**src/rtl/face_pose_from_five_landmarks_macros.svh**
```systemverilog
// Assertion helpers shared by the pose pipeline.
`ifndef FACE_POSE_FROM_FIVE_LANDMARKS_MACROS_SVH
`define FACE_POSE_FROM_FIVE_LANDMARKS_MACROS_SVH

// Same-cycle implication, checked outside reset.
`define FPFL_ASSERT_IMP(lbl, clk, rst_n, ante, cons, msg) \
    lbl: assert property (@(posedge clk) disable iff (!rst_n) (ante) |-> (cons)) \
        else $error(msg);

// Next-cycle implication, checked outside reset.
`define FPFL_ASSERT_NXT(lbl, clk, rst_n, ante, cons, msg) \
    lbl: assert property (@(posedge clk) disable iff (!rst_n) (ante) |=> (cons)) \
        else $error(msg);

`endif

```
**src/rtl/fpfl_pkg.sv**
```systemverilog
`timescale 1ns / 1ps

package fpfl_pkg;

    // Field and datapath widths
    localparam int COORD_W         = 16;
    localparam int OUT_W           = 16;
    localparam int DIFF_W          = 17;
    localparam int VEC_W           = 18;
    localparam int PROD_W          = 36;
    localparam int NN_W            = 35;
    localparam int DD_W            = 33;
    localparam int CR_W            = 36;
    localparam int NUM_W           = 39;
    localparam int PNUM_W          = 38;
    localparam int RATIO_FRAC_BITS = 12;

    // CORDIC
    localparam int CORDIC_STAGES = 16;
    localparam int CSH_W         = 4;
    localparam int CX_W          = 44;
    localparam int CZ_W          = 34;
    localparam int CPRE_SH       = 24;
    localparam int ATAN_W        = 30;
    localparam logic signed [CZ_W-1:0] ANGLE_PI = {{(CZ_W-32){1'b0}}, 32'h8000_0000};
    localparam logic [ATAN_W-1:0] ATAN_TAB [CORDIC_STAGES] = '{
        30'd536870912, 30'd316933406, 30'd167458907, 30'd85004756,
        30'd42667331,  30'd21354465,  30'd10679838,  30'd5340245,
        30'd2670163,   30'd1335087,   30'd667544,    30'd333772,
        30'd166886,    30'd83443,     30'd41722,     30'd20861
    };

    // Square root and divider
    localparam int SQ_SH  = 16;
    localparam int ROOT_W = 26;
    localparam int RAD_W  = 2 * ROOT_W;
    localparam int SREM_W = ROOT_W + 2;
    localparam int DEN_W  = 2 * ROOT_W;
    localparam int QUO_W  = 17;
    localparam int YAW_SH = RATIO_FRAC_BITS + 15 - QUO_W;
    localparam int PSH    = QUO_W - RATIO_FRAC_BITS;

    // Register stages from input beat to output register
    localparam int PIPE_LAT = 50;

    typedef struct packed {
        logic [COORD_W-1:0] left_eye_x;
        logic [COORD_W-1:0] left_eye_y;
        logic [COORD_W-1:0] right_eye_x;
        logic [COORD_W-1:0] right_eye_y;
        logic [COORD_W-1:0] nose_x;
        logic [COORD_W-1:0] nose_y;
        logic [COORD_W-1:0] mouth_left_x;
        logic [COORD_W-1:0] mouth_left_y;
        logic [COORD_W-1:0] mouth_right_x;
        logic [COORD_W-1:0] mouth_right_y;
    } t_in_beat;

    typedef struct packed {
        logic signed [OUT_W-1:0] roll;
        logic signed [OUT_W-1:0] yaw;
        logic [OUT_W-1:0]        pitch;
        logic                    status;
    } t_out_beat;

endpackage

```
**src/rtl/fpfl_cordic_cell.sv**
```systemverilog
`timescale 1ns / 1ps

module fpfl_cordic_cell import fpfl_pkg::*; (
    input  logic                   i_clk,
    input  logic                   i_en,
    input  logic [CSH_W-1:0]       i_shift,
    input  logic signed [CX_W-1:0] i_x,
    input  logic signed [CX_W-1:0] i_y,
    input  logic signed [CZ_W-1:0] i_z,
    output logic signed [CX_W-1:0] o_x,
    output logic signed [CX_W-1:0] o_y,
    output logic signed [CZ_W-1:0] o_z
);

    logic signed [CX_W-1:0] n_x, n_y;
    logic signed [CZ_W-1:0] n_z, w_ang;
    logic signed [CX_W-1:0] r_x, r_y;
    logic signed [CZ_W-1:0] r_z;

    // Rotate toward the x axis by one table angle
    always_comb begin
        w_ang = $signed({{(CZ_W-ATAN_W){1'b0}}, ATAN_TAB[i_shift]});
        if (i_y[CX_W-1]) begin
            n_x = i_x - (i_y >>> i_shift);
            n_y = i_y + (i_x >>> i_shift);
            n_z = i_z - w_ang;
        end else begin
            n_x = i_x + (i_y >>> i_shift);
            n_y = i_y - (i_x >>> i_shift);
            n_z = i_z + w_ang;
        end
    end

    // Advance on enable
    always_ff @(posedge i_clk) begin
        if (i_en) begin
            r_x <= n_x;
            r_y <= n_y;
            r_z <= n_z;
        end
    end

    assign o_x = r_x;
    assign o_y = r_y;
    assign o_z = r_z;

endmodule

```
**config.mk**
```make
export PLATFORM = sky130hd
export DESIGN_NAME = fpfl_cordic_cell
export DESIGN_NICKNAME = d
export VERILOG_FILES = /design/src/rtl/face_pose_from_five_landmarks_macros.svh /design/src/rtl/fpfl_pkg.sv /design/src/rtl/fpfl_cordic_cell.sv
export SDC_FILE = /design/constraint.sdc
export NUM_CORES = 1
export LEC_CHECK = 0
export ABC_AREA = 1
export BUFFER_PORTS_ARGS = -buffer_cell sky130_fd_sc_hd__buf_2
export CAP_MARGIN = 15
export CORE_MARGIN = 4
export CORE_UTILIZATION = 50
export CTS_BUF_LIST = sky130_fd_sc_hd__clkbuf_2
export CTS_CLUSTER_SIZE = 8
export DETAILED_ROUTE_END_ITERATION = 8
export PLACE_DENSITY = 0.81
export SYNTH_ARGS = -nofsm -noshare
export SYNTH_HDL_FRONTEND = slang
export SYNTH_SLANG_ARGS = --single-unit
export TNS_END_PERCENT = 50
```
**constraint.sdc**
```tcl
create_clock -name i_clk -period 13.17 [get_ports i_clk]
set_input_delay 3.951 -clock i_clk [delete_from_list [all_inputs] [get_ports i_clk]]
set_output_delay 3.951 -clock i_clk [all_outputs]
set_load 0.005 [all_outputs]
```
Word level (Yosys, flattened, before mapping)
Memories as Yosys holds them, arrays and structs flattened.
Index checks and enable logic that the tools add are counted.
- memories kept: 1
- word-level logic and storage cells: 19
- bits in read-only memories: 480
- output and inout bits: 122
- bits in registers: 122
- memory list (name ; depth ; bits a word ; read ports ; clocked after Yosys merged registers in ; write ports ; line ; text):
    (no name shown) ; 16 ; 30 ; 1 ; 0 ; 0 ; fpfl_cordic_cell.sv:22 ; w_ang = $signed({{(CZ_W-ATAN_W){1'b0}}, ATAN_TAB[i_shift]});
- bitwise gates (word level): 1
- shift operators: 2
- mux-type cells: 5
- add/sub/neg operators: 6
- order comparisons: 1
- operators with widths (cell ; count):
    44-bit adder ; 2
    44-bit two-way mux ; 2
    44-bit by 4-bit >>> shifter with 44-bit output ; 2
    44-bit subtractor ; 2
    30-bit two-way mux ; 2
    34-bit by 31-bit adder with 34-bit output ; 1
    34-bit two-way mux ; 1
    34-bit by 31-bit subtractor with 34-bit output ; 1
    5-bit >= comparator (second input constant) ; 1
    4-bit inverter with 5-bit output ; 1

Longest topological paths before layout
- word-level depth: 6
- mapped depth: 33

Worst setup path after synthesis
No wires, ideal clock.
- kind: in2reg
- start: input port i_shift[1]
- end: register r_z[31] (netlist: o_z[31]) (data pin)
- cell stages on the path: 25
- library setup time: 0.258 ns
- arrival time: 7.504 ns
- slack: 5.408 ns
- cells stage by stage: buf_4 -> inv_4 -> buf_4 -> buf_6 -> ha_1 -> nand2_1 -> nand2_1 -> nand2_1 -> o21ai_1 -> a21oi_2 -> ha_1 -> nand3_1 -> nor3_1 -> nand4_1 -> nand2_2 -> o21ai_4 -> xor2_1 -> ha_1 -> a21oi_1 -> o21ai_0 -> a221oi_1 -> nand2_1 -> nand2_1 -> nand2_1 -> xor2_1
- cells in the longest elaborated chain, start to end: 6
- elaborated cells between the ends (all ways): 7
- classes of those cells: 2 x add/sub; 3 x mux; 1 x bitwise; 1 x memory
- ends and longest elaborated chain (what ; line ; text):
    start, declared ; fpfl_cordic_cell.sv:6 ; input logic [CSH_W-1:0] i_shift,
    4-bit inverter with 5-bit output (implied by the code) (*) ; fpfl_cordic_cell.sv:22 ;
    memory read 16 x 30 bit (*) ; n/a ;
    30-bit two-way mux (implied by the code) (*) (2 in series) ; fpfl_cordic_cell.sv:22 ;
    34-bit by 31-bit adder with 34-bit output or 34-bit by 31-bit subtractor with 34-bit output (tied branches) ; fpfl_cordic_cell.sv:30, fpfl_cordic_cell.sv:26 ;
    34-bit two-way mux (*) ; fpfl_cordic_cell.sv:23 ; if (i_y[CX_W-1]) begin
    via n_z[31] ; fpfl_cordic_cell.sv:16 ; logic signed [CZ_W-1:0] n_z, w_ang;
    end signal, assigned ; fpfl_cordic_cell.sv:39 ; r_z <= n_z;
    end, declared ; fpfl_cordic_cell.sv:18 ; logic signed [CZ_W-1:0] r_z;
Mark *: on every way through the listed nets, which the timed path passes. The rest lies on a longest branch. The select of a mux whose other input is x is not followed.
A chain may end at the register's enable or synchronous reset.

Worst setup path after layout
- start: input port i_shift[1]
- end: register r_x[37] (netlist: o_x[37]) (data pin)
- cells in the longest elaborated chain, start to end: 3
- elaborated cells between the ends (all ways): 4
- classes of those cells: 2 x add/sub; 1 x shift; 1 x mux
- ends and longest elaborated chain (what ; line ; text):
    44-bit by 4-bit >>> shifter with 44-bit output (*) ; fpfl_cordic_cell.sv:24, fpfl_cordic_cell.sv:28 ;
    44-bit adder or 44-bit subtractor (tied branches) ; fpfl_cordic_cell.sv:28, fpfl_cordic_cell.sv:24 ;
    44-bit two-way mux (*) ; fpfl_cordic_cell.sv:23 ;
    via n_x[37] ; fpfl_cordic_cell.sv:15 ; logic signed [CX_W-1:0] n_x, n_y;
    end signal, assigned ; fpfl_cordic_cell.sv:37 ; r_x <= n_x;
    end, declared ; fpfl_cordic_cell.sv:17 ; logic signed [CX_W-1:0] r_x, r_y;
Mark *: on every way through the listed nets, which the timed path passes. The rest lies on a longest branch.

==> reports/metrics.cfg <==
[outcome]
status = complete, no violations

[drt]
drc = 0
drtAntennaViolNets = 0
post_drt_wl_per_cell_microns = 17.60
drt_first_pass_iters = 6
vias = 22750
vias_per_cell = 5.722
routed_wl_microns = 69980
first_iter_violations = 2779

[logic_synthesis]
synth_cell_types = 50
synth_area_per_cell_sq_um = 5.992
synth_cells = 3262
syn_area_sq_um = 19540
synth.net_count = 3533
synth-edff-count = 122
ys_seq_elements = 122
async_reset_ff_share_pct = 0
synth_seq_area_share_pct = 18.74
ys_warn_count = 0
synth-main-ff-cell = edfxtp_1

[clock_network]
cts_buffers = 17
cts.repair.resized = 0
ctsLongestPathBuffers = 2
post_cts_buffers = 0
cts.clk_slew.worst_paths_ns = 0.24
cts_tree = yes
cts-root-buf = clkbuf_2
clock-sinks = 122
htree_levels = 4
cts_hold_buf = 0

[timing]
rsz0062_at_grt = no
hold_violations = 0
slew_violations = 0
worst-slew-pin-transition_ns = 0.9817
period_minus_slack_ns = 9.224
setup_slack_ns = 3.946
fmax_ghz = 0.1084
slew_headroom_pct = 34.56
setup_viol = 0
tns_ns = 0
fin_crit_sh_pct = 70.04

[critical_path]
crit_type = primary input to flip-flop
crit_path_max_fanout = 85
cpMostUsedCell = nand2_1
cpPeakStageDelay_ns = 0.67
crit_family = simple AND/OR/NAND/NOR gates
cp.depth = 31
critPathArrivalTime_ns = 9.86
startpoint_type = primary input
cp_slowest_cell = buf_4
cp.required_ns = 13.80
end_kind = flip-flop
crit_buf_inv = 5

[floorplan]
rows = 72
dieArea_sq_um = 42320
dieWidth_microns = 205.7
dieHeight_microns = 205.7
start_util_pct = 50.57
core-area_sq_um = 38650
io_pins = 250

[placement]
port_buffers = 249
place_area_sq_um = 21030
dp_hpwl_microns = 57500
preCtsSetupSlack_ns = 3.329
gp_congestion = 1.061
placed_cells = 3941

[layout]
design_area_sq_um = 21320
post-route-util_pct = 55.16
fillCellCount = 4112
drive_gt1_share_pct = 9.725
nets = 3713
instances_no_fill = 3976
synthToLayoutAreaGrowth_pct = 9.071

[worst_hold_path]
holdPathEnd = o_y[0]$_DFFE_PP_
hold-path-cell-count = 2
holdCritPathClass = primary input to flip-flop
worstHoldStart = i_y[0]

[power]
leakage_nw = 10.44
ir_worst_vdd_v = 0.00006197
power_density_nw_per_um2 = 101.9

[grt]
antenna_found_initial = 2
grt.overflow.total = 0
grt_usage_pct = 31.73
grt_pass1_wl_microns = 106700
grt_pass1_vias = 19965
grt_max_degree = 99

[flow_run]
maxCapViolCount = 0

layer usage:
layer	track usage, %	part of all wire [%]	up-vias	wire (microns)
li1	-	-	11282	-
met1	43.78	42	10059	29740
met2	48.89	43	1232	29810
met3	5.563	10	177	7012
met4	13.52	4.9	0	3414
met5	0	0	-	0
sequential cells by signal (all words and copies together), names as in the netlist:
name  count
o_x      44
o_y      44
o_z      34
worst max-delay path by stage:
stage                              to        from  slack [ns]
finish              o_x[37]$_DFFE_PP_  i_shift[1]        3.95
global route        o_x[37]$_DFFE_PP_  i_shift[1]        3.59
CTS                 o_z[22]$_DFFE_PP_  i_shift[0]        4.25
detailed placement  o_z[22]$_DFFE_PP_  i_shift[0]        3.33
global placement    o_z[22]$_DFFE_PP_  i_shift[1]        3.32
floorplan           o_z[31]$_DFFE_PP_  i_shift[1]        5.41
cell usage in the layout, fill, tap and decap left out, types with 14 or more instances in the layout:
cell type and n:
xor2_1 137, edfxtp_1 122, o21ai_1 38, o21bai_1 21, nor2_1 330, a21o_1 14, o21a_1 17, nor3_1 19
inv_1 281, xnor2_1 42, nor4_1 15, a21oi_1 165, a31oi_1 23, nand2_1 1024, o21ai_0 138, clkbuf_2 17
ha_1 140, buf_2 247, nand3_1 499, nand4_1 38
cell type report:
class / count / area [sq um] / share of cell area [%]
antenna: 3 / 7.507 / 0.03522
clock buffer: 17 / 85.08 / 0.3991
clock inverter: 15 / 200.2 / 0.9391
inverter: 298 / 1122 / 5.265
multi-input combinational: 2743 / 14240 / 66.82
sequential: 122 / 3664 / 17.19
tap: 518 / 648.1 / 3.040
timing repair buffer: 260 / 1346 / 6.315
Yosys cell counts, drive strengths merged, types with 3 or more instances:
master | number | area, sq um
o211ai | 12 | 90.09
a21oi | 168 | 852.1
o31ai | 3 | 36.28
o2111ai | 3 | 26.28
nand2 | 1031 | 3887
o221ai | 4 | 35.03
clkbuf | 15 | 56.30
nor4 | 15 | 93.84
a21o | 14 | 105.1
xor2 | 137 | 1200
or2 | 3 | 18.77
inv | 295 | 1110
a31oi | 23 | 143.9
clkinv | 3 | 11.26
edfxtp | 122 | 3664
and3 | 5 | 31.28
xnor2 | 42 | 367.9
nor2 | 342 | 1314
nand3 | 502 | 2527
nor3 | 19 | 95.09
o21bai | 22 | 168.9
o21ai | 178 | 905.9
a21boi | 8 | 60.06
ha | 140 | 1752
nand4 | 38 | 237.7
nand3b | 5 | 37.54
buf | 84 | 459.2
o21a | 17 | 127.6
a221oi | 4 | 35.03
fa | 3 | 60.06
where the power goes:
part           total, W  switching [W]  internal, W
Sequential     0.000603      0.0000242     0.000579
Combinational   0.00127       0.000834     0.000439
Clock          0.000296       0.000171     0.000125
Total           0.00217        0.00103      0.00114
through the flow:
| stage | power [W] | hold WS, ns |
|---|---|---|
| 2_1_floorplan | 0.001456 | 4.064 |
| 3_3_place_gp | 0.001862 | 4.295 |
| 3_5_place_dp | 0.001860 | 4.294 |
| 4_1_cts | 0.002161 | 3.378 |
| 5_1_grt | 0.002344 | 3.376 |
| 6_report | 0.002173 | 3.451 |
cells by family (layout without fill, tap and decap cells):
| group | count (synthesis) | after routing | synth area share, % |
|---|---|---|---|
| DFF | 122 | 122 | 18.74 |
| muxes | 1 | 1 | 0.05122 |
| and+or+nand+nor | 1963 | 1963 | 42.28 |
| adders and majority gates | 143 | 143 | 9.270 |
| buffers and inverters | 397 | 590 | 8.373 |
| other | 0 | 3 | 0 |
| AOI/OAI and AO/OA | 457 | 457 | 13.26 |
| xor gates and xnor gates | 179 | 179 | 8.021 |
No activity file was read; power rests on OpenSTA's default activity.
