### src/rtl/face_pose_from_five_landmarks_macros.svh
// Assertion helpers shared by the pose pipeline.
`ifndef FACE_POSE_FROM_FIVE_LANDMARKS_MACROS_SVH
`define FACE_POSE_FROM_FIVE_LANDMARKS_MACROS_SVH

// Same-cycle implication, checked outside reset.
`define FPFL_ASSERT_IMP(lbl, clk, rst_n, ante, cons, msg) \
    lbl: assert property (@(posedge clk) disable iff (!rst_n) (ante) |-> (cons)) \
        else $error(msg);

// Next-cycle implication, checked outside reset.
`define FPFL_ASSERT_NXT(lbl, clk, rst_n, ante, cons, msg) \
    lbl: assert property (@(posedge clk) disable iff (!rst_n) (ante) |=> (cons)) \
        else $error(msg);

`endif

### src/rtl/fpfl_pkg.sv
`timescale 1ns / 1ps

package fpfl_pkg;

    // Field and datapath widths
    localparam int COORD_W         = 16;
    localparam int OUT_W           = 16;
    localparam int DIFF_W          = 17;
    localparam int VEC_W           = 18;
    localparam int PROD_W          = 36;
    localparam int NN_W            = 35;
    localparam int DD_W            = 33;
    localparam int CR_W            = 36;
    localparam int NUM_W           = 39;
    localparam int PNUM_W          = 38;
    localparam int RATIO_FRAC_BITS = 12;

    // CORDIC
    localparam int CORDIC_STAGES = 16;
    localparam int CSH_W         = 4;
    localparam int CX_W          = 44;
    localparam int CZ_W          = 34;
    localparam int CPRE_SH       = 24;
    localparam int ATAN_W        = 30;
    localparam logic signed [CZ_W-1:0] ANGLE_PI = {{(CZ_W-32){1'b0}}, 32'h8000_0000};
    localparam logic [ATAN_W-1:0] ATAN_TAB [CORDIC_STAGES] = '{
        30'd536870912, 30'd316933406, 30'd167458907, 30'd85004756,
        30'd42667331,  30'd21354465,  30'd10679838,  30'd5340245,
        30'd2670163,   30'd1335087,   30'd667544,    30'd333772,
        30'd166886,    30'd83443,     30'd41722,     30'd20861
    };

    // Square root and divider
    localparam int SQ_SH  = 16;
    localparam int ROOT_W = 26;
    localparam int RAD_W  = 2 * ROOT_W;
    localparam int SREM_W = ROOT_W + 2;
    localparam int DEN_W  = 2 * ROOT_W;
    localparam int QUO_W  = 17;
    localparam int YAW_SH = RATIO_FRAC_BITS + 15 - QUO_W;
    localparam int PSH    = QUO_W - RATIO_FRAC_BITS;

    // Register stages from input beat to output register
    localparam int PIPE_LAT = 50;

    typedef struct packed {
        logic [COORD_W-1:0] left_eye_x;
        logic [COORD_W-1:0] left_eye_y;
        logic [COORD_W-1:0] right_eye_x;
        logic [COORD_W-1:0] right_eye_y;
        logic [COORD_W-1:0] nose_x;
        logic [COORD_W-1:0] nose_y;
        logic [COORD_W-1:0] mouth_left_x;
        logic [COORD_W-1:0] mouth_left_y;
        logic [COORD_W-1:0] mouth_right_x;
        logic [COORD_W-1:0] mouth_right_y;
    } t_in_beat;

    typedef struct packed {
        logic signed [OUT_W-1:0] roll;
        logic signed [OUT_W-1:0] yaw;
        logic [OUT_W-1:0]        pitch;
        logic                    status;
    } t_out_beat;

endpackage

### src/rtl/fpfl_div_cell.sv
`timescale 1ns / 1ps

module fpfl_div_cell import fpfl_pkg::*; (
    input  logic             i_clk,
    input  logic             i_en,
    input  logic [DEN_W-1:0] i_rem,
    input  logic [DEN_W-1:0] i_den,
    input  logic [QUO_W-1:0] i_feed,
    input  logic [QUO_W-1:0] i_quo,
    input  logic             i_ovf,
    output logic [DEN_W-1:0] o_rem,
    output logic [DEN_W-1:0] o_den,
    output logic [QUO_W-1:0] o_feed,
    output logic [QUO_W-1:0] o_quo,
    output logic             o_ovf
);

    logic [DEN_W:0]   w_r2, w_diff;
    logic             w_ge;
    logic [DEN_W-1:0] n_rem, r_rem, r_den;
    logic [QUO_W-1:0] r_feed, r_quo;
    logic             r_ovf;

    // One quotient bit: shift in the next numerator bit, subtract if it fits
    always_comb begin
        w_r2   = {i_rem, i_feed[QUO_W-1]};
        w_diff = w_r2 - {1'b0, i_den};
        w_ge   = (w_r2 >= {1'b0, i_den});
        n_rem  = w_ge ? w_diff[DEN_W-1:0] : w_r2[DEN_W-1:0];
    end

    always_ff @(posedge i_clk) begin
        if (i_en) begin
            r_rem  <= n_rem;
            r_den  <= i_den;
            r_feed <= {i_feed[QUO_W-2:0], 1'b0};
            r_quo  <= {i_quo[QUO_W-2:0], w_ge};
            r_ovf  <= i_ovf;
        end
    end

    assign o_rem  = r_rem;
    assign o_den  = r_den;
    assign o_feed = r_feed;
    assign o_quo  = r_quo;
    assign o_ovf  = r_ovf;

endmodule
### config.mk
export PLATFORM = sky130hd
export DESIGN_NAME = fpfl_div_cell
export DESIGN_NICKNAME = d
export VERILOG_FILES = /design/src/rtl/face_pose_from_five_landmarks_macros.svh /design/src/rtl/fpfl_pkg.sv /design/src/rtl/fpfl_div_cell.sv
export SDC_FILE = /design/constraint.sdc
export NUM_CORES = 1
export LEC_CHECK = 0
export ABC_CLOCK_PERIOD_IN_PS = 5120
export BUFFER_PORTS_ARGS = -buffer_cell sky130_fd_sc_hd__buf_2
export CORE_MARGIN = 4
export CORE_UTILIZATION = 45
export CTS_BUF_LIST = sky130_fd_sc_hd__clkbuf_8
export DETAILED_ROUTE_END_ITERATION = 8
export MAX_ROUTING_LAYER = met4
export PLACE_DENSITY = 0.72
export RECOVER_POWER = 25
export SLEW_MARGIN = 10
export SYNTH_ARGS = -nofsm -noshare
export SYNTH_HDL_FRONTEND = slang
export SYNTH_SLANG_ARGS = --single-unit
### constraint.sdc
create_clock -name i_clk -period 5.12 [get_ports i_clk]
set_input_delay 1.024 -clock i_clk [delete_from_list [all_inputs] [get_ports i_clk]]
set_output_delay 1.024 -clock i_clk [all_outputs]
set_load 0.02 [all_outputs]
# ---- Word-level counts from Yosys, hierarchy flattened
# Index checks and enable logic that the tools add are counted.
dict set report totals {
  reg_bits 138
  latch_bits 0
  mem_bits_rw 0
  mem_bits_ro 0
  input_bits 141
  output_inout_bits 139
  mem_count 0
}
dict set report op_classes {
  add_sub_neg 1
  multipliers 0
  div 0
  n_lt_le_gt_ge 1
  eq_ne 0
  shift 0
  n_mux 1
  bitwise 0
  reduce_logical 0
}
# operator count
set ops {}
lappend ops {{$ge A53 B52 Y1} 1}
lappend ops {{$mux W52} 1}
lappend ops {{$sub A52 B52 Y52} 1}

# ---- Depth between registers and ports, before layout
# Gate-level depths: netlist of run 1.
dict set report depth {
  ltp_word 2
  depth_mapped 14
  mapped_depth_nobuf 12
}

# ---- Worst setup path before layout of run 1
# OpenSTA, ideal clock, no wires.
dict set report synth_timing {
  path_type {in2reg}
  start {in i_den[16]}
  end {reg r_rem[10], in the netlist o_rem[10], data pin}
  setup_ns 0.260
  t_arrival_ns 3.383
  setup_slack_ns 1.477
  stages 13
  path_cell_list {inv_1 > ha_1 > nand2_2 > o21ai_2 > o2111ai_2 > a211oi_2 > o21a_4 > o211ai_4 > a211oi_2 > or2_1 > buf_6 > buf_12 > mux2_4}
}
dict set report synth_via {
  elab_chain_len 2
}
# element line
set synth_lines {}
lappend synth_lines {{start, declared} fpfl_div_cell.sv:7} ;# input logic [DEN_W-1:0] i_den,
lappend synth_lines {{$ge A53 B52 Y1} fpfl_div_cell.sv:28} ;# w_ge = (w_r2 >= {1'b0, i_den});
lappend synth_lines {{$mux W52} fpfl_div_cell.sv:29} ;# n_rem = w_ge ? w_diff[DEN_W-1:0] : w_r2[DEN_W-1:0];
lappend synth_lines {{via n_rem[10]} fpfl_div_cell.sv:20} ;# logic [DEN_W-1:0] n_rem, r_rem, r_den;
lappend synth_lines {{end signal, assigned} fpfl_div_cell.sv:34} ;# r_rem <= n_rem;
lappend synth_lines {{end, declared} fpfl_div_cell.sv:20}
# The timed path passes the listed nets, and every way through them passes these cells.
# A chain may end at the register's enable or synchronous reset.

# ---- Worst setup path after layout of run 1
dict set report layout_timing {
  start {in i_en}
  end {reg r_den[11], in the netlist o_den[11], enable pin}
}
# element line
set layout_lines {}
lappend layout_lines {{start, declared} fpfl_div_cell.sv:5} ;# input logic i_en,
lappend layout_lines {{end signal, assigned} fpfl_div_cell.sv:35} ;# r_den <= i_den;
lappend layout_lines {{end, declared} fpfl_div_cell.sv:20}
# No word-level cell between the ends.

==> results.toml, run 1 <==
[grt]
overflow = 0
antenna_found_initial = 4
grt_pass1_wl_mm = 33.42
grt_start_max_net_pins = 58
track_usage = 0.2019
grt_pass1_vias = 6511

[pwr]
powerDensity_nw_per_um2 = 316.8
peakVddDrop_mv = 0.1410
p_leak_nw = 4.646

[setup_path]
cp.arrival_ns = 4.07
crit_type = "input pin to register"
critPathBufInv = 2
critPathLaunchType = "input pin"
cp-end-kind = "register"
cp_cell_sequence = "clkbuf_1, buf_4"
worstPathMaxFanout = 57
slowest_stage = "clkbuf_1"
required_ns = 5.21
cp_slowest_stage_delay_ns = 2.21
critPathTopFamily = "buffers and inverters"

[routing]
wl_per_cell_microns = 16.81
first_iter_violations = 463
post-route-drc-count = 0
finalWirelength_mm = 21.23
dr.pass1.iters = 5
vias = 6638
drtAntennaViolNets = 0
vias_per_cell = 5.256

[timing]
finalSetupViolCount = 0
hold_viol = 0
tns_ns = 0
slew_headroom = -1.135
worst_pin_slew_ns = 3.202
period_minus_slack_ns = 3.982
slew_viol_final = 58
fmax_mhz = 251.1
rsz0062_at_grt = "false"
fin_crit_sh = 0.7778

[cells_and_area]
post-route-util = 0.5552
drive_gt1_frac = 0.3454
finalNetCount = 1206
n_fill_cell = 1697
syn_to_final_growth_pct = 21.38
multi_input_area_sq_um = 3842
register_area_sq_um = 4144

[cts]
cts_setup_buffers = 0
cts_resized = 0
cts_buffers = 17
cts_tree = "yes"
path_clk_slew_ns = 0.09
hold_buffers = 0
clk_path_buf_depth = 2
cts_sinks = 138
root_buffer = "clkbuf_8"
htreeDepth = 4

[yosys]
ys_warn_count = 0
synth_edf_count = 138
synthesis.area_sq_um = 8528
synthArstFlopShare = 0
avgSynthCellArea_sq_um = 11.60
synthCells = 735
yosys.cell_types.count = 71
ys.flop_type = "edfxtp_1"
synth_nets = 929
synth_seq_area_share = 0.4859
synth_seq_cells = 138

[hold_path]
hold_depth = 1
min_to = "o_quo[4]"
hold_path.class = "input pin to register"
hold_start = "i_quo[3]"

[placed_design]
gp_congestion = 0.8794
numPortBuffers = 277
dp_hpwl_mm = 16.68

[floorplan]
die_h_microns = 145.7
io_pins = 280
start_util = 0.4574
core-area_sq_um = 18640
row_count = 50
dieArea_sq_um = 21220
die_w_microns = 145.7

[run_status]
violations = "max-capacitance violations, max-slew violations"
status = "finished, violations left"

[run]
drv_cap = 1
==> report_power, final <==
group / internal [mW] / total (mW) / leakage, nW / switching (mW)
combinational: 0.413 / 0.980 / 3.11 / 0.567
clock: 0.393 / 0.874 / 0.185 / 0.482
sequential: 1.40 / 1.42 / 1.35 / 0.0264
==> cell usage after synthesis, types with 5 or more instances <==
| cell | n | area [sq um] |
|---|---|---|
| a211oi_1 | 7 | 52.55 |
| a21o_1 | 24 | 180.2 |
| a21oi_1 | 63 | 315.3 |
| a31oi_1 | 10 | 62.56 |
| buf_12 | 5 | 100.1 |
| buf_4 | 6 | 45.04 |
| buf_6 | 10 | 112.6 |
| edfxtp_1 | 138 | 4144 |
| ha_1 | 52 | 650.6 |
| inv_1 | 65 | 244.0 |
| mux2_4 | 44 | 660.6 |
| nand2_1 | 50 | 187.7 |
| nand3_1 | 13 | 65.06 |
| nand4_1 | 9 | 56.30 |
| nor2_1 | 43 | 161.4 |
| nor2b_1 | 5 | 31.28 |
| nor3_1 | 17 | 85.08 |
| o21a_1 | 7 | 52.55 |
| o21ai_0 | 25 | 125.1 |
| o21ai_1 | 7 | 35.03 |
| o21bai_1 | 13 | 97.59 |
| xnor2_1 | 31 | 271.5 |
| xor2_1 | 12 | 105.1 |
==> worst max-delay path by stage <==
stage,startpoint,to,slack [ns],cells after the start
after floorplan,i_den[16],o_rem[10],1.48,13
after global placement,i_den[2],o_rem[49],0.83,14
after detailed placement,i_den[2],o_rem[30],0.81,14
after CTS,i_den[2],o_rem[40],1.30,14
after global routing,i_en,o_den[13],0.77,2
final,i_en,o_den[11],1.14,2
==> cell usage in the layout, fill, tap and decap left out, types with 7 or more instances in the layout <==
cell type / netlist / routed
clkbuf_1: 1 / 32
inv_1: 65 / 66
o21bai_1: 13 / 13
nand4_1: 9 / 9
a31oi_1: 10 / 10
buf_2: 2 / 245
ha_1: 52 / 52
a211oi_1: 7 / 7
nor2_1: 43 / 43
nand3_1: 13 / 13
nor3_1: 17 / 17
a21o_1: 24 / 24
nand2_1: 50 / 50
xor2_1: 12 / 12
o21ai_0: 25 / 25
clkbuf_8: 0 / 17
o21ai_1: 7 / 7
buf_4: 6 / 7
a21oi_1: 63 / 63
edfxtp_1: 138 / 138
o21a_1: 7 / 7
xnor2_1: 31 / 31
mux2_4: 44 / 44
==> routing by layer <==
layer / track usage / vias to the layer above / routed length [microns]
li1: - / 3283 / -
met1: 0.2481 / 3086 / 9165
met2: 0.3312 / 248 / 10110
met3: 0.05139 / 21 / 1661
met4: 0.05840 / 0 / 291
met5: - / - / 0
==> sequential cells by signal, indices dropped and copies added (netlist names) <==
register and flops:
o_den 52, o_rem 52, o_quo 17, o_feed 16, o_ovf 1
==> through the flow <==
| stage | total power [mW] | hold slack [ns] | worst slack [ns] | instance area [sq um] | std cells |
|---|---|---|---|---|---|
| after floorplan | 2.153 | 1.123 | 1.477 | 8528 | 735 |
| after global placement | 2.416 | 1.201 | 0.8286 | 10010 | 1227 |
| after detailed placement | 2.434 | 1.202 | 0.8079 | 10010 | 1227 |
| after CTS | 3.310 | 0.7087 | 1.296 | 10390 | 1259 |
| after global routing | 3.447 | 0.7030 | 0.7713 | 10350 | 1263 |
| final | 3.279 | 0.7382 | 1.138 | 10350 | 1263 |
==> cells by family after synthesis <==
logic type,count (synthesis),synth area share
compound gates,192,0.1504
xor+xnor,43,0.04416
fa+ha+maj,53,0.07864
buf+inv,94,0.06382
flops,138,0.4859
mux,48,0.08260
other cells,1,0.0004397
simple gates,166,0.09404
==> area by class of cell <==
type / instances / area share
inverters: 66 / 0.02393
multi-input cells: 503 / 0.3712
repair buffers: 286 / 0.1390
diodes: 4 / 0.0009670
well taps: 234 / 0.02828
clock buffers: 17 / 0.02260
clock inverters: 15 / 0.01366
flip-flops and latches: 138 / 0.4003
Power figures use the tool's default switching activity.
==> run 2, diff against run 1 <==
ABC_CLOCK_PERIOD_IN_PS = 3350   (was 5120)
PLACE_DENSITY = 0.75   (was 0.72)
clock period = 3.35 ns   (was 5.12 ns; I/O delays follow)
==> run 2 against run 1 <==
The run still ends with max-capacitance violations, max-slew violations left. Global-route usage increased by 1.5 points. Sequential cell count unchanged. Total power increased by 58%. Cell count increased by 7.8%. Clock-buffer cell count unchanged. Via count increased by 6.6%. Sequential power increased by 54%. Clock power increased by 52%. Critical path type unchanged. Critical endpoint is now o_rem[34].
==> results.toml, run 2 (same netlist as run 1, synthesis figures left out) <==
[setup_path]
slowest_stage = "o41a_1"
cp-end-kind = "register"
cp_slowest_stage_delay_ns = 0.47
required_ns = 3.55
crit_type = "input pin to register"
critPathTopFamily = "compound AO/OA/AOI/OAI gates"
cp.arrival_ns = 3.45
cp_cell_sequence = "clkbuf_1, inv_1, ha_1, a211o_1, o211ai_1, a21oi_1, o41a_1, nor3_4, o21ai_1, a2111oi_0, nor3_1, mux2_4"
worstPathMaxFanout = 6
critPathLaunchType = "input pin"
critPathBufInv = 2

[floorplan]
row_count = 50
die_h_microns = 145.7
dieArea_sq_um = 21220
die_w_microns = 145.7
io_pins = 280
core-area_sq_um = 18640
start_util = 0.4574

[hold_path]
hold_depth = 1
hold_path.class = "input pin to register"
min_to = "o_quo[8]"
hold_start = "i_quo[7]"

[timing]
period_minus_slack_ns = 3.251
fmax_mhz = 307.6
slew_headroom = -0.2302
hold_viol = 0
worst_pin_slew_ns = 1.845
finalSetupViolCount = 0
fin_crit_sh = 0.9704
slew_viol_final = 70
hold_slack_ns = 0.3854

[routing]
finalWirelength_mm = 22.45
vias_per_cell = 5.195
post-route-drc-count = 0
drtAntennaViolNets = 0
first_iter_violations = 420
wl_per_cell_microns = 16.49
dr.pass1.iters = 5
vias = 7076

[cells_and_area]
finalNetCount = 1307
drive_gt1_frac = 0.4041
final_area_sq_um = 11120
post-route-util = 0.5963
final_cells = 1362
layout_common_cells = "buf_2, edfxtp_1, buf_4"
final_common_cell = "buf_2"
syn_to_final_growth_pct = 30.35

[grt]
grt_start_max_net_pins = 70
grt_use_met3 = 0.04671
track_usage = 0.2165
grt_pass1_vias = 7277
overflow = 0
antenna_found_initial = 2
grt_pass1_wl_mm = 36.23
grt_busiest_layer = "met2"
use_met2 = 0.3664
met1_usage = 0.2652

[cts]
htreeDepth = 4
root_buffer = "clkbuf_8"
hold_buffers = 0
cts_sinks = 138
cts_tree = "yes"
path_clk_slew_ns = 0.09
cts_buffers = 17
clk_path_buf_depth = 2

[pwr]
p_leak_nw = 5.128
peakVddDrop_mv = 0.2655
powerDensity_nw_per_um2 = 464.9

[run_status]
violations = "max-capacitance violations, max-slew violations"
status = "finished, violations left"

[placed_design]
placed_area_sq_um = 10770
dp_hpwl_mm = 17.90
numPortBuffers = 277
dp_cells = 1328
gp_congestion = 0.8861

[run]
drv_cap = 1
==> run 2: cell count changes in the layout (fill, tap and decap cells not counted), moves of 2 or more <==
cell	before	now
buf_2	245	241
buf_4	7	108
diode_2	4	2
clkbuf_1	32	34
==> run 2: final cells by class <==
type / instances / area, sq um
Fill cell: 1627 / 7526
Multi-Input combinational cell: 503 / 3857
Clock inverter: 15 / 142.6
Clock buffer: 17 / 234.0
Tap cell: 234 / 292.8
Timing Repair Buffer: 387 / 2193
Inverter: 66 / 247.7
Sequential cell: 138 / 4144
Antenna cell: 2 / 5.005
==> run 2: timing repair <==
action	in CTS	in global routing
buffers inserted	0	0
endpoints found under the setup margin	0	2
resized for setup	0	4
==> run 2: power breakdown <==
| part | total [mW] | switching, mW | internal (mW) |
|---|---|---|---|
| Clock | 1.33 | 0.724 | 0.601 |
| Combinational | 1.66 | 0.912 | 0.753 |
| Sequential | 2.18 | 0.0420 | 2.14 |
==> run 2: worst max-delay path by stage <==
stage,from,endpoint,slack (ns),cells past startpoint
after floorplan,i_den[16],o_rem[10],0.06,13
after global placement,i_den[2],o_rem[46],-0.32,13
after detailed placement,i_den[2],o_rem[46],-0.40,13
after CTS,i_den[2],o_rem[46],0.07,13
after global routing,i_den[7],o_rem[34],-0.003,12
final,i_den[7],o_rem[34],0.1,12
==> run 2: metrics by stage <==
step | power, mW | setup TNS (ns) | setup WS [ns]
6_report | 5.168 | 0 | 0.09917
5_1_grt | 5.450 | -0.002614 | -0.002614
4_1_cts | 5.220 | 0 | 0.07293
3_5_place_dp | 3.877 | -9.454 | -0.4015
3_3_place_gp | 3.847 | -8.260 | -0.3235
2_1_floorplan | 3.291 | 0 | 0.06054
==> run 2: routing by layer <==
layer / wire, microns / part of all wire / up-vias
met5: 0 / 0 / -
met4: 218 / 0.0097 / 0
met3: 1460 / 0.065 / 18
met2: 11050 / 0.49 / 260
met1: 9728 / 0.43 / 3319
li1: - / - / 3479
