===== config.mk =====
export PLATFORM = sky130hd
export DESIGN_NAME = fpfl_sqrt_cell
export DESIGN_NICKNAME = d
export VERILOG_FILES = /design/src/rtl/face_pose_from_five_landmarks_macros.svh /design/src/rtl/fpfl_pkg.sv /design/src/rtl/fpfl_sqrt_cell.sv
export SDC_FILE = /design/constraint.sdc
export NUM_CORES = 1
export LEC_CHECK = 0
export BUFFER_PORTS_ARGS = -buffer_cell sky130_fd_sc_hd__buf_2
export CAP_MARGIN = 20
export CORE_MARGIN = 3
export CORE_UTILIZATION = 27
export CTS_CLUSTER_DIAMETER = 200
export DETAILED_ROUTE_END_ITERATION = 7
export GPL_TIMING_DRIVEN = 1
export SKIP_CTS_REPAIR_TIMING = 1
export SLEW_MARGIN = 20
export SYNTH_ARGS = -nofsm -noshare
export SYNTH_HDL_FRONTEND = slang
export SYNTH_SLANG_ARGS = --single-unit

===== constraint.sdc =====
create_clock -name i_clk -period 5.1 [get_ports i_clk]
set_input_delay 0.51 -clock i_clk [delete_from_list [all_inputs] [get_ports i_clk]]
set_output_delay 0.51 -clock i_clk [all_outputs]
set_load 0.02 [all_outputs]

===== src/rtl/face_pose_from_five_landmarks_macros.svh =====
// Assertion helpers shared by the pose pipeline.
`ifndef FACE_POSE_FROM_FIVE_LANDMARKS_MACROS_SVH
`define FACE_POSE_FROM_FIVE_LANDMARKS_MACROS_SVH

// Same-cycle implication, checked outside reset.
`define FPFL_ASSERT_IMP(lbl, clk, rst_n, ante, cons, msg) \
    lbl: assert property (@(posedge clk) disable iff (!rst_n) (ante) |-> (cons)) \
        else $error(msg);

// Next-cycle implication, checked outside reset.
`define FPFL_ASSERT_NXT(lbl, clk, rst_n, ante, cons, msg) \
    lbl: assert property (@(posedge clk) disable iff (!rst_n) (ante) |=> (cons)) \
        else $error(msg);

`endif


===== src/rtl/fpfl_pkg.sv =====
`timescale 1ns / 1ps

package fpfl_pkg;

    // Field and datapath widths
    localparam int COORD_W         = 16;
    localparam int OUT_W           = 16;
    localparam int DIFF_W          = 17;
    localparam int VEC_W           = 18;
    localparam int PROD_W          = 36;
    localparam int NN_W            = 35;
    localparam int DD_W            = 33;
    localparam int CR_W            = 36;
    localparam int NUM_W           = 39;
    localparam int PNUM_W          = 38;
    localparam int RATIO_FRAC_BITS = 12;

    // CORDIC
    localparam int CORDIC_STAGES = 16;
    localparam int CSH_W         = 4;
    localparam int CX_W          = 44;
    localparam int CZ_W          = 34;
    localparam int CPRE_SH       = 24;
    localparam int ATAN_W        = 30;
    localparam logic signed [CZ_W-1:0] ANGLE_PI = {{(CZ_W-32){1'b0}}, 32'h8000_0000};
    localparam logic [ATAN_W-1:0] ATAN_TAB [CORDIC_STAGES] = '{
        30'd536870912, 30'd316933406, 30'd167458907, 30'd85004756,
        30'd42667331,  30'd21354465,  30'd10679838,  30'd5340245,
        30'd2670163,   30'd1335087,   30'd667544,    30'd333772,
        30'd166886,    30'd83443,     30'd41722,     30'd20861
    };

    // Square root and divider
    localparam int SQ_SH  = 16;
    localparam int ROOT_W = 26;
    localparam int RAD_W  = 2 * ROOT_W;
    localparam int SREM_W = ROOT_W + 2;
    localparam int DEN_W  = 2 * ROOT_W;
    localparam int QUO_W  = 17;
    localparam int YAW_SH = RATIO_FRAC_BITS + 15 - QUO_W;
    localparam int PSH    = QUO_W - RATIO_FRAC_BITS;

    // Register stages from input beat to output register
    localparam int PIPE_LAT = 50;

    typedef struct packed {
        logic [COORD_W-1:0] left_eye_x;
        logic [COORD_W-1:0] left_eye_y;
        logic [COORD_W-1:0] right_eye_x;
        logic [COORD_W-1:0] right_eye_y;
        logic [COORD_W-1:0] nose_x;
        logic [COORD_W-1:0] nose_y;
        logic [COORD_W-1:0] mouth_left_x;
        logic [COORD_W-1:0] mouth_left_y;
        logic [COORD_W-1:0] mouth_right_x;
        logic [COORD_W-1:0] mouth_right_y;
    } t_in_beat;

    typedef struct packed {
        logic signed [OUT_W-1:0] roll;
        logic signed [OUT_W-1:0] yaw;
        logic [OUT_W-1:0]        pitch;
        logic                    status;
    } t_out_beat;

endpackage


===== src/rtl/fpfl_sqrt_cell.sv =====
`timescale 1ns / 1ps

module fpfl_sqrt_cell import fpfl_pkg::*; (
    input  logic              i_clk,
    input  logic              i_en,
    input  logic [RAD_W-1:0]  i_rad,
    input  logic [SREM_W-1:0] i_rem,
    input  logic [ROOT_W-1:0] i_root,
    output logic [RAD_W-1:0]  o_rad,
    output logic [SREM_W-1:0] o_rem,
    output logic [ROOT_W-1:0] o_root
);

    logic [SREM_W+1:0] w_rem2, w_trial, w_diff;
    logic [RAD_W-1:0]  n_rad, r_rad;
    logic [SREM_W-1:0] n_rem, r_rem;
    logic [ROOT_W-1:0] n_root, r_root;

    // One root bit: bring down two radicand bits and try 4*root+1
    always_comb begin
        w_rem2  = {i_rem, i_rad[RAD_W-1 -: 2]};
        w_trial = {{(SREM_W-ROOT_W){1'b0}}, i_root, 2'b01};
        w_diff  = w_rem2 - w_trial;
        n_rad   = {i_rad[RAD_W-3:0], 2'b00};
        if (w_rem2 >= w_trial) begin
            n_rem  = w_diff[SREM_W-1:0];
            n_root = {i_root[ROOT_W-2:0], 1'b1};
        end else begin
            n_rem  = w_rem2[SREM_W-1:0];
            n_root = {i_root[ROOT_W-2:0], 1'b0};
        end
    end

    always_ff @(posedge i_clk) begin
        if (i_en) begin
            r_rad  <= n_rad;
            r_rem  <= n_rem;
            r_root <= n_root;
        end
    end

    assign o_rad  = r_rad;
    assign o_rem  = r_rem;
    assign o_root = r_root;

endmodule


## Yosys cells after proc, flatten, opt, wreduce, memory -nomap -nowiden

Cells that the tools add are included.

- $add $sub $neg: 1
- $lt $le $gt $ge: 1
- Muxes and demuxes: 2

Operators with widths:

| cell | number |
|---|---|
| >= comparator 30 x 28 -> 1 bit | 1 |
| two-way mux 28 bit | 1 |
| subtractor 28 bit | 1 |
| two-way mux 1 bit | 1 |

- Register bits after elaboration: 104
- Output and inout bits: 106
- Logic and storage cells: 7

## Longest topological paths before layout

Gate-level depths: netlist of the first run.

- Depth in word-level cells: 2
- Gate-level depth with buffers: 13
- Depth with buffers taken out: 10

## Least setup slack after synthesis of the first run

Ideal clock, no wire load.

- Path type: input-to-reg
- From: in i_root[2]
- To: reg r_rem[19] (netlist: o_rem[19]), data pin
- Setup time: 260 ps
- Arrival: 2492 ps
- Data required time: 4840 ps
- Setup slack: 2348 ps
- Stages: 10
- Cells stage by stage: inv_1 -> ha_1 -> a21o_1 -> a21oi_2 -> a2111o_1 -> nand3b_1 -> a311o_2 -> o21ba_4 -> buf_6 -> mux2_4

- Longest elaborated chain between the ends: 2
- Elaborated cells between the ends (all ways): 3

RTL lines:

| what | RTL line | text |
|---|---|---|
| start, declared | fpfl_sqrt_cell.sv:8 | `input logic [ROOT_W-1:0] i_root,` |
| subtractor 28 bit / >= comparator 30 x 28 -> 1 bit (equally long branches) | fpfl_sqrt_cell.sv:23, fpfl_sqrt_cell.sv:25 |  |
| two-way mux 28 bit (*) | fpfl_sqrt_cell.sv:25 | `if (w_rem2 >= w_trial) begin` |
| via n_rem[19] | fpfl_sqrt_cell.sv:16 | `logic [SREM_W-1:0] n_rem, r_rem;` |
| end signal, assigned | fpfl_sqrt_cell.sv:37 | `r_rem <= n_rem;` |
| end, declared | fpfl_sqrt_cell.sv:16 |  |

Mark *: on every way through the listed nets, which the timed path passes. The rest lies on a longest branch.
A chain may end at the register's enable or synchronous reset.

## Worst setup path in the final report of the first run

- From: in i_root[0]
- To: reg r_rem[4] (netlist: o_rem[4]), data pin

Same word-level chain as after synthesis.

==> out/summary.txt, run 1 <==
Status -> completed
Share of cells above drive strength 1 -> 39.65%
Critical Path End Type -> register
Vias in the first global route -> 3,672
# nets final -> 754
Actual slew at the worst max-slew pin -> 890.5 ps
Clk slew on worst S/H paths -> 80 ps
First-pass GRT wire length -> 20.03 mm
Die width -> 143.1 µm
Synth Cell Area -> 5074 µm²
PD cells -> 342.8 nW/µm²
WP data arrival -> 3080 ps
Final core occ -> 36.44%
Initial Util -> 27.86%
Hold Fails Final Rpt -> 0
Ys async rst share -> 0%
Crit Path Max Fanout -> 48
Vias per cell -> 4.444
Synth Area per Inst -> 12.50 µm²
Post-DP Area -> 6345 µm²
Syn-to-layout area delta -> 30.78%
Initial antenna violation count -> 1
First drt pass iteration count -> 4
Yosys warns -> 0
Flops & latches, synth -> 104
DRC violations left -> 0
Crit path kind -> in -> reg
Final period demand of the worst path -> 2972 ps
Setup Viol. Count Final -> 0
All-Layer GR Usage -> 12.76%
Worst setup SP type -> input pin
Place WS -> 1753 ps
Worst vdd ir -> 0.1547 mV
Drt total wl -> 13.47 mm
Post-synth EDFFs -> 104
Routed WL per cell -> 15.81 µm
Slew margin rel. -> 40.63%
Site Rows -> 49
Initial DRC Count -> 220
Total number of vias -> 3,786
Maximum clock path buffer count -> 2
Die height -> 143.1 µm
Top cells by area, synth -> edfxtp_1 62%, ha_1 6.9%, a21oi_1 3.8%
Share of the synthesized area in the top cell type -> 61.55%
Largest net degree at the start of global routing -> 70
Post-route ant nets -> 0
Max_cap viols -> 0
CTS tree -> built
Final HPWL DP -> 10.60 mm
Hold slack -> 329.0 ps
Number of diodes -> 0
Root Buffer Master -> clkbuf_16
Worst path required time -> 5210 ps
Fillers -> 1,833
Ys flop type -> edfxtp_1
TNS Setup -> 0 ps
Clock sink count -> 104
Max-slew violations -> 0
Number of buffers created by CTS -> 9
Final Cell Area -> 6635 µm²
I/O pin cnt -> 214
Grt ovf -> 0
Synth top cells by count -> 104 x edfxtp_1, 39 x a21oi_1, 38 x inv_1
H-tree levels -> 3
Die ar. -> 20,470 µm²
Post-synth top area cell -> edfxtp_1
Mapped Cells -> 406
Most common cell in the netlist -> edfxtp_1
Core area -> 18,210 µm²
Register area share after synthesis -> 61.55%
Worst min path class -> in -> reg
Post-route setup slack -> 2128 ps
Gp weighted congestion -> 0.7995
Crit share post-route -> 58.28%
Distinct cells, synth -> 54
Leak pwr -> 2.954 nW
Fmax -> 336.4 MHz
RSZ-0062 raised after global routing -> no
Port-buffer cells -> 211
## per-layer routing
metal  routed length, µm  share of wire [%]  up-vias  GRT usage (%)
met5                  13              0.097        -              0
met4                  89               0.66        2          3.002
met3                1146                8.5       12          4.421
met2                6452                 48      148          21.64
met1                5768                 43     1714          15.67
li1                    -                  -     1910              -
## kinds of logic after synthesis
logic type	synth area share (%)
flip-flops	61.55
AO/OA/AOI/OAI	12.63
AND/OR/NAND/NOR	8.804
buffers and inverters	4.562
adder cells (fa/ha/maj)	6.905
XOR/XNOR	3.798
multiplexers	1.677
other	0.07391
## placed cells by master, fill, tap and decap left out, drive strengths merged, types with 3 or more instances in the layout
cell type and n:
xor2 8, nand2 22, nand3 4, a31o 3, a21o 7, and3 4
o21a 5, or3 6, buf 212, edfxtp 104, ha 28, inv 43
clkbuf 10, o21ai 18, a31oi 3, a21oi 41, or2 4, nand4 7
mux2 5, xnor2 14, nand2b 3, nor2 37
## final timing paths
check	endpoint	slack, ps	startpoint	cells after the start
max	o_rem[4]$_DFFE_PP_	2130	i_root[0]	10
min	o_rad[24]$_DFFE_PP_	330	i_rad[22]	1
## worst max-delay path, cell delays in order
cell      delay (ps)
buf_2             90
inv_1             40
ha_1             320
nor2b_1          220
o21ai_1          140
a2111o_1         460
nand3b_1         130
a311o_2          230
o21ba_4          570
mux2_4           350
## power breakdown
part	switching [mW]	internal [mW]
logic	0.323	0.203
registers	0.0185	1.05
clock network	0.338	0.345
total	0.680	1.59
## sequential cells by signal (all words and copies together), names as in the netlist
signal	count
o_root	26
o_rad	50
o_rem	28
## stage by stage
| step | instances | power, mW |
|---|---|---|
| detailed placement | 836 | 1.619 |
| CTS | 852 | 2.318 |
| global placement | 836 | 1.618 |
| global route | 852 | 2.400 |
| finish | 852 | 2.274 |
| floorplan | 407 | 1.427 |
## cell type report
cell class              count  area (µm²)  share of cell area, %
clock inverters             6       61.31                 0.9240
repair buffers            212        1066                  16.07
clock buffers              10       229.0                  3.451
well taps                 229       286.5                  4.318
multi-input cells         252        1723                  25.97
inverters                  39       146.4                  2.206
flip-flops and latches    104        3123                  47.07
Power figures use the tool's default switching activity.
==> run 2, diff against run 1 <==
Clock period 5.1 ns to 2.7 ns, I/O delays scaled along.
==> run 2 against run 1 <==
  * Sequential share of layout area down 2.4 points
  * Die area unchanged
  * Cell area up 5.4%
  * Worst hold slack worse by 240 ps
  * Core utilization up 2.0 points
  * Critical path depth unchanged
  * Sequential power up 88%
==> out/summary.txt, run 2 (synthesis results as in run 1) <==
Gp weighted congestion -> 0.8167 (was 0.7995)
Post-route ant nets -> 0 (unchanged)
Root Buffer Master -> clkbuf_16 (unchanged)
Most common cell after layout, fill and taps aside -> buf_2 (unchanged)
Initial DRC Count -> 181 (was 220)
Worst vdd ir -> 0.2939 mV (was 0.1547 mV)
Final HPWL DP -> 11.35 mm (was 10.60 mm)
I/O pin cnt -> 214 (unchanged)
PD cells -> 628.7 nW/µm² (was 342.8 nW/µm²)
Die width -> 143.1 µm (unchanged)
Worst path required time -> 2800 ps (was 5210 ps)
Max_cap viols -> 0 (unchanged)
Die ar. -> 20,470 µm² (unchanged)
First drt pass iteration count -> 4 (unchanged)
Vias in the first global route -> 3,960 (was 3,672)
Post-DP Area -> 6703 µm² (was 6345 µm²)
Maximum clock path buffer count -> 2 (unchanged)
Max-slew violations -> 0 (unchanged)
Final Cell Area -> 6997 µm² (was 6635 µm²)
Final core occ -> 38.43% (was 36.44%)
# nets final -> 795 (was 754)
Clk slew on worst S/H paths -> 80 ps (about the same)
Setup Viol. Count Final -> 0 (unchanged)
Placed Cells -> 877 (was 836)
Drt total wl -> 13.92 mm (was 13.47 mm)
WP data arrival -> 2490 ps (was 3080 ps)
DRC violations left -> 0 (unchanged)
Initial antenna violation count -> 0 (was 1)
Fmax -> 418.6 MHz
Port-buffer cells -> 211 (unchanged)
Number of buffers created by CTS -> 9 (unchanged)
Fillers -> 1,788 (was 1,833)
Worst min path class -> in -> reg (unchanged)
Leak pwr -> 3.176 nW (was 2.954 nW)
Hold Fails Final Rpt -> 0 (unchanged)
Worst setup SP type -> input pin (unchanged)
First-pass GRT wire length -> 20.87 mm (was 20.03 mm)
Initial Util -> 27.86% (unchanged)
Post-route setup slack -> 311.2 ps (was 2128 ps)
Grt ovf -> 0 (unchanged)
Clock sink count -> 104 (unchanged)
All-Layer GR Usage -> 13.20% (was 12.76%)
Routed WL per cell -> 15.57 µm (was 15.81 µm)
Non-Filler Instances -> 894 (was 852)
Hold slack -> 90.08 ps (was 329.0 ps)
Crit Path Max Fanout -> 24 (was 48)
Place WS -> -53.30 ps (was 1753 ps)
Site Rows -> 49 (unchanged)
Critical Path End Type -> register (unchanged)
Core area -> 18,210 µm² (unchanged)
Crit share post-route -> 88.47%
RSZ-0062 raised after global routing -> no (unchanged)
Share of cells above drive strength 1 -> 43.37% (was 39.65%)
Largest net degree at the start of global routing -> 39 (was 70)
CTS tree -> built (unchanged)
Crit path kind -> in -> reg (unchanged)
Largest register FFs -> 50 (unchanged)
Syn-to-layout area delta -> 37.90% (was 30.78%)
Most frequent cells in the layout -> 210 x buf_2, 104 x edfxtp_1, 39 x a21oi_1, 39 x buf_4, 38 x inv_1 (was 210 x buf_2, 104 x edfxtp_1, 39 x a21oi_1)
Status -> completed (unchanged)
H-tree levels -> 3 (unchanged)
Die height -> 143.1 µm (unchanged)
Vias per cell -> 4.394 (was 4.444)
Total number of vias -> 3,928 (was 3,786)
Final period demand of the worst path -> 2389 ps
[run 2: cell count changes in the layout (fill, tap and decap cells not counted), sizes merged]
cell,delta
buf,+41
clkinv,+1
clkinvlp,-1
diode,+1
[run 2: metal layers]
metal | vias up | global-route usage, % | wire, µm
li1 | 1993 | - | -
met1 | 1774 | 15.79 | 5817
met2 | 157 | 23.15 | 6812
met3 | 4 | 4.454 | 1226
met4 | 0 | 2.701 | 62
met5 | - | 0 | 0
[run 2: final cells by class]
class                           instances  area [µm²]  area share (%)
Antenna cell                            1       2.502         0.03577
Clock buffer                           10       229.0           3.273
Clock inverter                          6       62.56          0.8941
Inverter                               39       146.4           2.092
Multi-Input combinational cell        252        1723           24.62
Sequential cell                       104        3123           44.64
Tap cell                              229       286.5           4.095
Timing Repair Buffer                  253        1424           20.35
[run 2: where the power goes]
part	switching (mW)	internal, mW	leakage (nW)
logic	0.633	0.460	2.01
registers	0.0374	1.98	1.02
clock network	0.638	0.653	0.143
[run 2: final timing paths]
path,startpoint,end,slack [ps],cells past startpoint
worst min-delay path,i_rad[35],o_rad[37]$_DFFE_PP_,90,1
worst max-delay path,i_rem[9],o_rem[5]$_DFFE_PP_,310,10
[run 2: per-stage QoR]
stage | power (mW) | setup TNS [ps]
after floorplan | 2.696 | 0
after global placement | 3.153 | -14.48
after detailed placement | 3.162 | -413.9
after CTS | 4.480 | 0
after global routing | 4.645 | 0
final | 4.399 | 0
[run 2: worst max-delay path: stages]
cell	delay, ps
buf_2	110
ha_1	350
a21oi_1	210
o211ai_1	120
a21oi_1	220
nand3b_1	150
a311o_2	360
o21ba_4	240
buf_12	160
mux2_4	300
==> run 3, diff against run 2 <==
Settings changed: ABC_AREA set to 1.
==> run 3 against run 2 <==
  * Largest cell class unchanged
  * Sequential cell count unchanged
  * Clock power about the same
  * Cell area up 7.9%
  * Highest routed layer is now met5
  * Synthesized cell count up 64%
  * Sequential share of layout area down 3.3 points
  * Sequential power about the same
  * Final cell count up 30%
  * Non-clock buffer count down 34
  * Critical path depth up 2
==> out/summary.txt, run 3 <==
Total Power -> 4.370 mW (was 4.399 mW)
Setup Viol. Count Final -> 0 (unchanged)
Share of the synthesized area in the top cell type -> 52.99% (was 61.55%)
Die height -> 153.7 µm (was 143.1 µm)
Crit share post-route -> 71.14% (was 88.47%)
Hold Path End -> o_rad[3]$_DFFE_PP_ (was o_rad[37]$_DFFE_PP_)
Post-synth top area cell -> edfxtp_1 (unchanged)
Final HPWL DP -> 13.46 mm (was 11.35 mm)
Hold slack -> 91.96 ps (was 90.08 ps)
Hold Fails Final Rpt -> 0 (unchanged)
Largest register FFs -> 50 (unchanged)
Placed Cells -> 1,148 (was 877)
Post-route ant nets -> 0 (unchanged)
Initial Util -> 27.77% (was 27.86%)
Worst hold path startpoint -> i_rad[1] (was i_rad[35])
Place WS -> 395.2 ps (was -53.30 ps)
Distinct cells, synth -> 31 (was 54)
Status -> completed (unchanged)
Largest delay share family, worst path -> simple AND/OR/NAND/NOR gates (was compound AO/OA/AOI/OAI gates)
Clock sink count -> 104 (unchanged)
Worst vdd ir -> 0.2379 mV (was 0.2939 mV)
Slowest-stage cell, CP -> ha_1 (was a311o_2)
Worst-path cell chain -> buf_2 > inv_1 > ha_1 > nand2_2 > nor2_2 > nand2_2 > nor2_2 > nand3_1 > and3_1 > buf_4 > nand3_1 > nand2_1 (was buf_2 > ha_1 > a21oi_1 > o211ai_1 > a21oi_1 > nand3b_1 > a311o_2 > o21ba_4 > buf_12 > mux2_4)
Final core occ -> 35.59% (was 38.43%)
Post-route setup slack -> 779.3 ps (was 311.2 ps)
H-tree levels -> 3 (unchanged)
Most common cell after layout, fill and taps aside -> nand2_1 (was buf_2)
Max_cap viols -> 0 (unchanged)
Largest net degree at the start of global routing -> 49 (was 39)
Worst setup SP type -> input pin (unchanged)
Crit Path Max Fanout -> 11 (was 24)
Total number of vias -> 4,897 (was 3,928)
Max-slew violations -> 0 (unchanged)
DRC violations left -> 0 (unchanged)
WP buf/inv -> 3 (was 2)
Mapped Cells -> 664 (was 406)
Root Buffer Master -> clkbuf_16 (unchanged)
Die ar. -> 23,630 µm² (was 20,470 µm²)
Yosys warns -> 0 (unchanged)
Routed WL per cell -> 14.28 µm (was 15.57 µm)
Synth Cell Area -> 5893 µm² (was 5074 µm²)
Worst path required time -> 2800 ps (about the same)
All-Layer GR Usage -> 13.84% (was 13.20%)
Syn-to-layout area delta -> 28.15% (was 37.90%)
Number of diodes -> 0 (was 1)
Crit path kind -> in -> reg (unchanged)
Largest stage delay, worst path -> 350 ps (was 360 ps)
Ys flop type -> edfxtp_1 (unchanged)
Post-synth EDFFs -> 104 (unchanged)
Port-buffer cells -> 211 (unchanged)
First-pass GRT wire length -> 26.10 mm (was 20.87 mm)
Register area share after synthesis -> 52.99% (was 61.55%)
Die width -> 153.7 µm (was 143.1 µm)
FF/Latch Area -> 3123 µm² (unchanged)
Drt total wl -> 16.62 mm (was 13.92 mm)
Leak pwr -> 3.865 nW (was 3.176 nW)
Ys async rst share -> 0% (unchanged)
Most frequent cells in the layout -> 222 x nand2_1, 210 x buf_2, 130 x inv_1 (was 210 x buf_2, 104 x edfxtp_1, 39 x a21oi_1, 39 x buf_4, 38 x inv_1)
Flops & latches, synth -> 104 (unchanged)
Clk slew on worst S/H paths -> 80 ps (about the same)
Initial DRC Count -> 264 (was 181)
Vias in the first global route -> 4,919 (was 3,960)
Fmax -> 520.6 MHz (was 418.6 MHz)
CTS tree -> built (unchanged)
Final period demand of the worst path -> 1921 ps (was 2389 ps)
RSZ-0062 raised after global routing -> no (unchanged)
Synth top cells by count -> 222 x nand2_1, 130 x inv_1, 104 x edfxtp_1 (was 104 x edfxtp_1, 39 x a21oi_1, 38 x inv_1)
Worst min path class -> in -> reg (unchanged)
Share of cells above drive strength 1 -> 29.70% (was 43.37%)
# nets final -> 1,020 (was 795)
Grt ovf -> 0 (unchanged)
Initial antenna violation count -> 3 (was 0)
I/O pin cnt -> 214 (unchanged)
Critical Path Stages -> 12 (was 10)
Maximum clock path buffer count -> 2 (unchanged)
First drt pass iteration count -> 4 (unchanged)
Fillers -> 2,224 (was 1,788)
Synth Area per Inst -> 8.875 µm² (was 12.50 µm²)
Number of buffers created by CTS -> 9 (unchanged)
Final Cell Area -> 7552 µm² (was 6997 µm²)
Most common cell in the netlist -> nand2_1 (was edfxtp_1)
TNS Setup -> 0 ps (unchanged)
Vias per cell -> 4.207 (was 4.394)
Site Rows -> 53 (was 49)
Critical Path End Type -> register (unchanged)
Post-DP Area -> 7266 µm² (was 6703 µm²)
PD cells -> 578.6 nW/µm² (was 628.7 nW/µm²)
Non-Filler Instances -> 1,164 (was 894)
Top cells by area, synth -> edfxtp_1 53%, nand2_1 14%, inv_1 8.3% (was edfxtp_1 62%, ha_1 6.9%, a21oi_1 3.8%)
Core area -> 21,220 µm² (was 18,210 µm²)
Hold Crit Depth -> 1 (unchanged)
Gp weighted congestion -> 0.8813 (was 0.8167)
WP data arrival -> 2020 ps (was 2490 ps)
Footprint of the multi-input gates -> 2180 µm² (was 1723 µm²)
-- run 3: worst max path at each step --
stage / startpoint / to / slack [ps]
2_1_floorplan: i_root[9] / o_rem[24]$_DFFE_PP_ / 860
3_3_place_gp: i_root[11] / o_rem[1]$_DFFE_PP_ / 390
3_5_place_dp: i_root[7] / o_rem[16]$_DFFE_PP_ / 400
4_1_cts: i_root[7] / o_rem[16]$_DFFE_PP_ / 750
5_1_grt: i_root[7] / o_rem[17]$_DFFE_PP_ / 560
6_report: i_root[9] / o_rem[17]$_DFFE_PP_ / 780
-- run 3: cells by family after synthesis --
group / synth area share, %
AO/OA/AOI/OAI: 1.911
buffers and inverters: 10.08
adder cells (fa/ha/maj): 5.945
XOR/XNOR: 1.783
other: 0.06363
flip-flops: 52.99
AND/OR/NAND/NOR: 27.22
-- run 3: routing by layer --
layer	GRT usage (%)	vias to the layer above	routed length, µm
met2	23.06	162	7740
met4	3.196	6	150
li1	-	2550	-
met1	17.91	2165	7496
met5	0	-	22
met3	3.968	14	1212
-- run 3: cell type report --
class                           instances  share of cell area [%]
Clock buffer                           10                   3.032
Clock inverter                          6                  0.7621
Timing Repair Buffer                  219                   14.98
Tap cell                              275                   4.556
Sequential cell                       104                   41.35
Multi-Input combinational cell        420                   28.86
Inverter                              130                   6.461
-- run 3: power by group --
group / internal (mW) / switching, mW / total, mW
combinational: 0.358 / 0.696 / 1.05
sequential: 1.97 / 0.0384 / 2.01
clock: 0.653 / 0.658 / 1.31
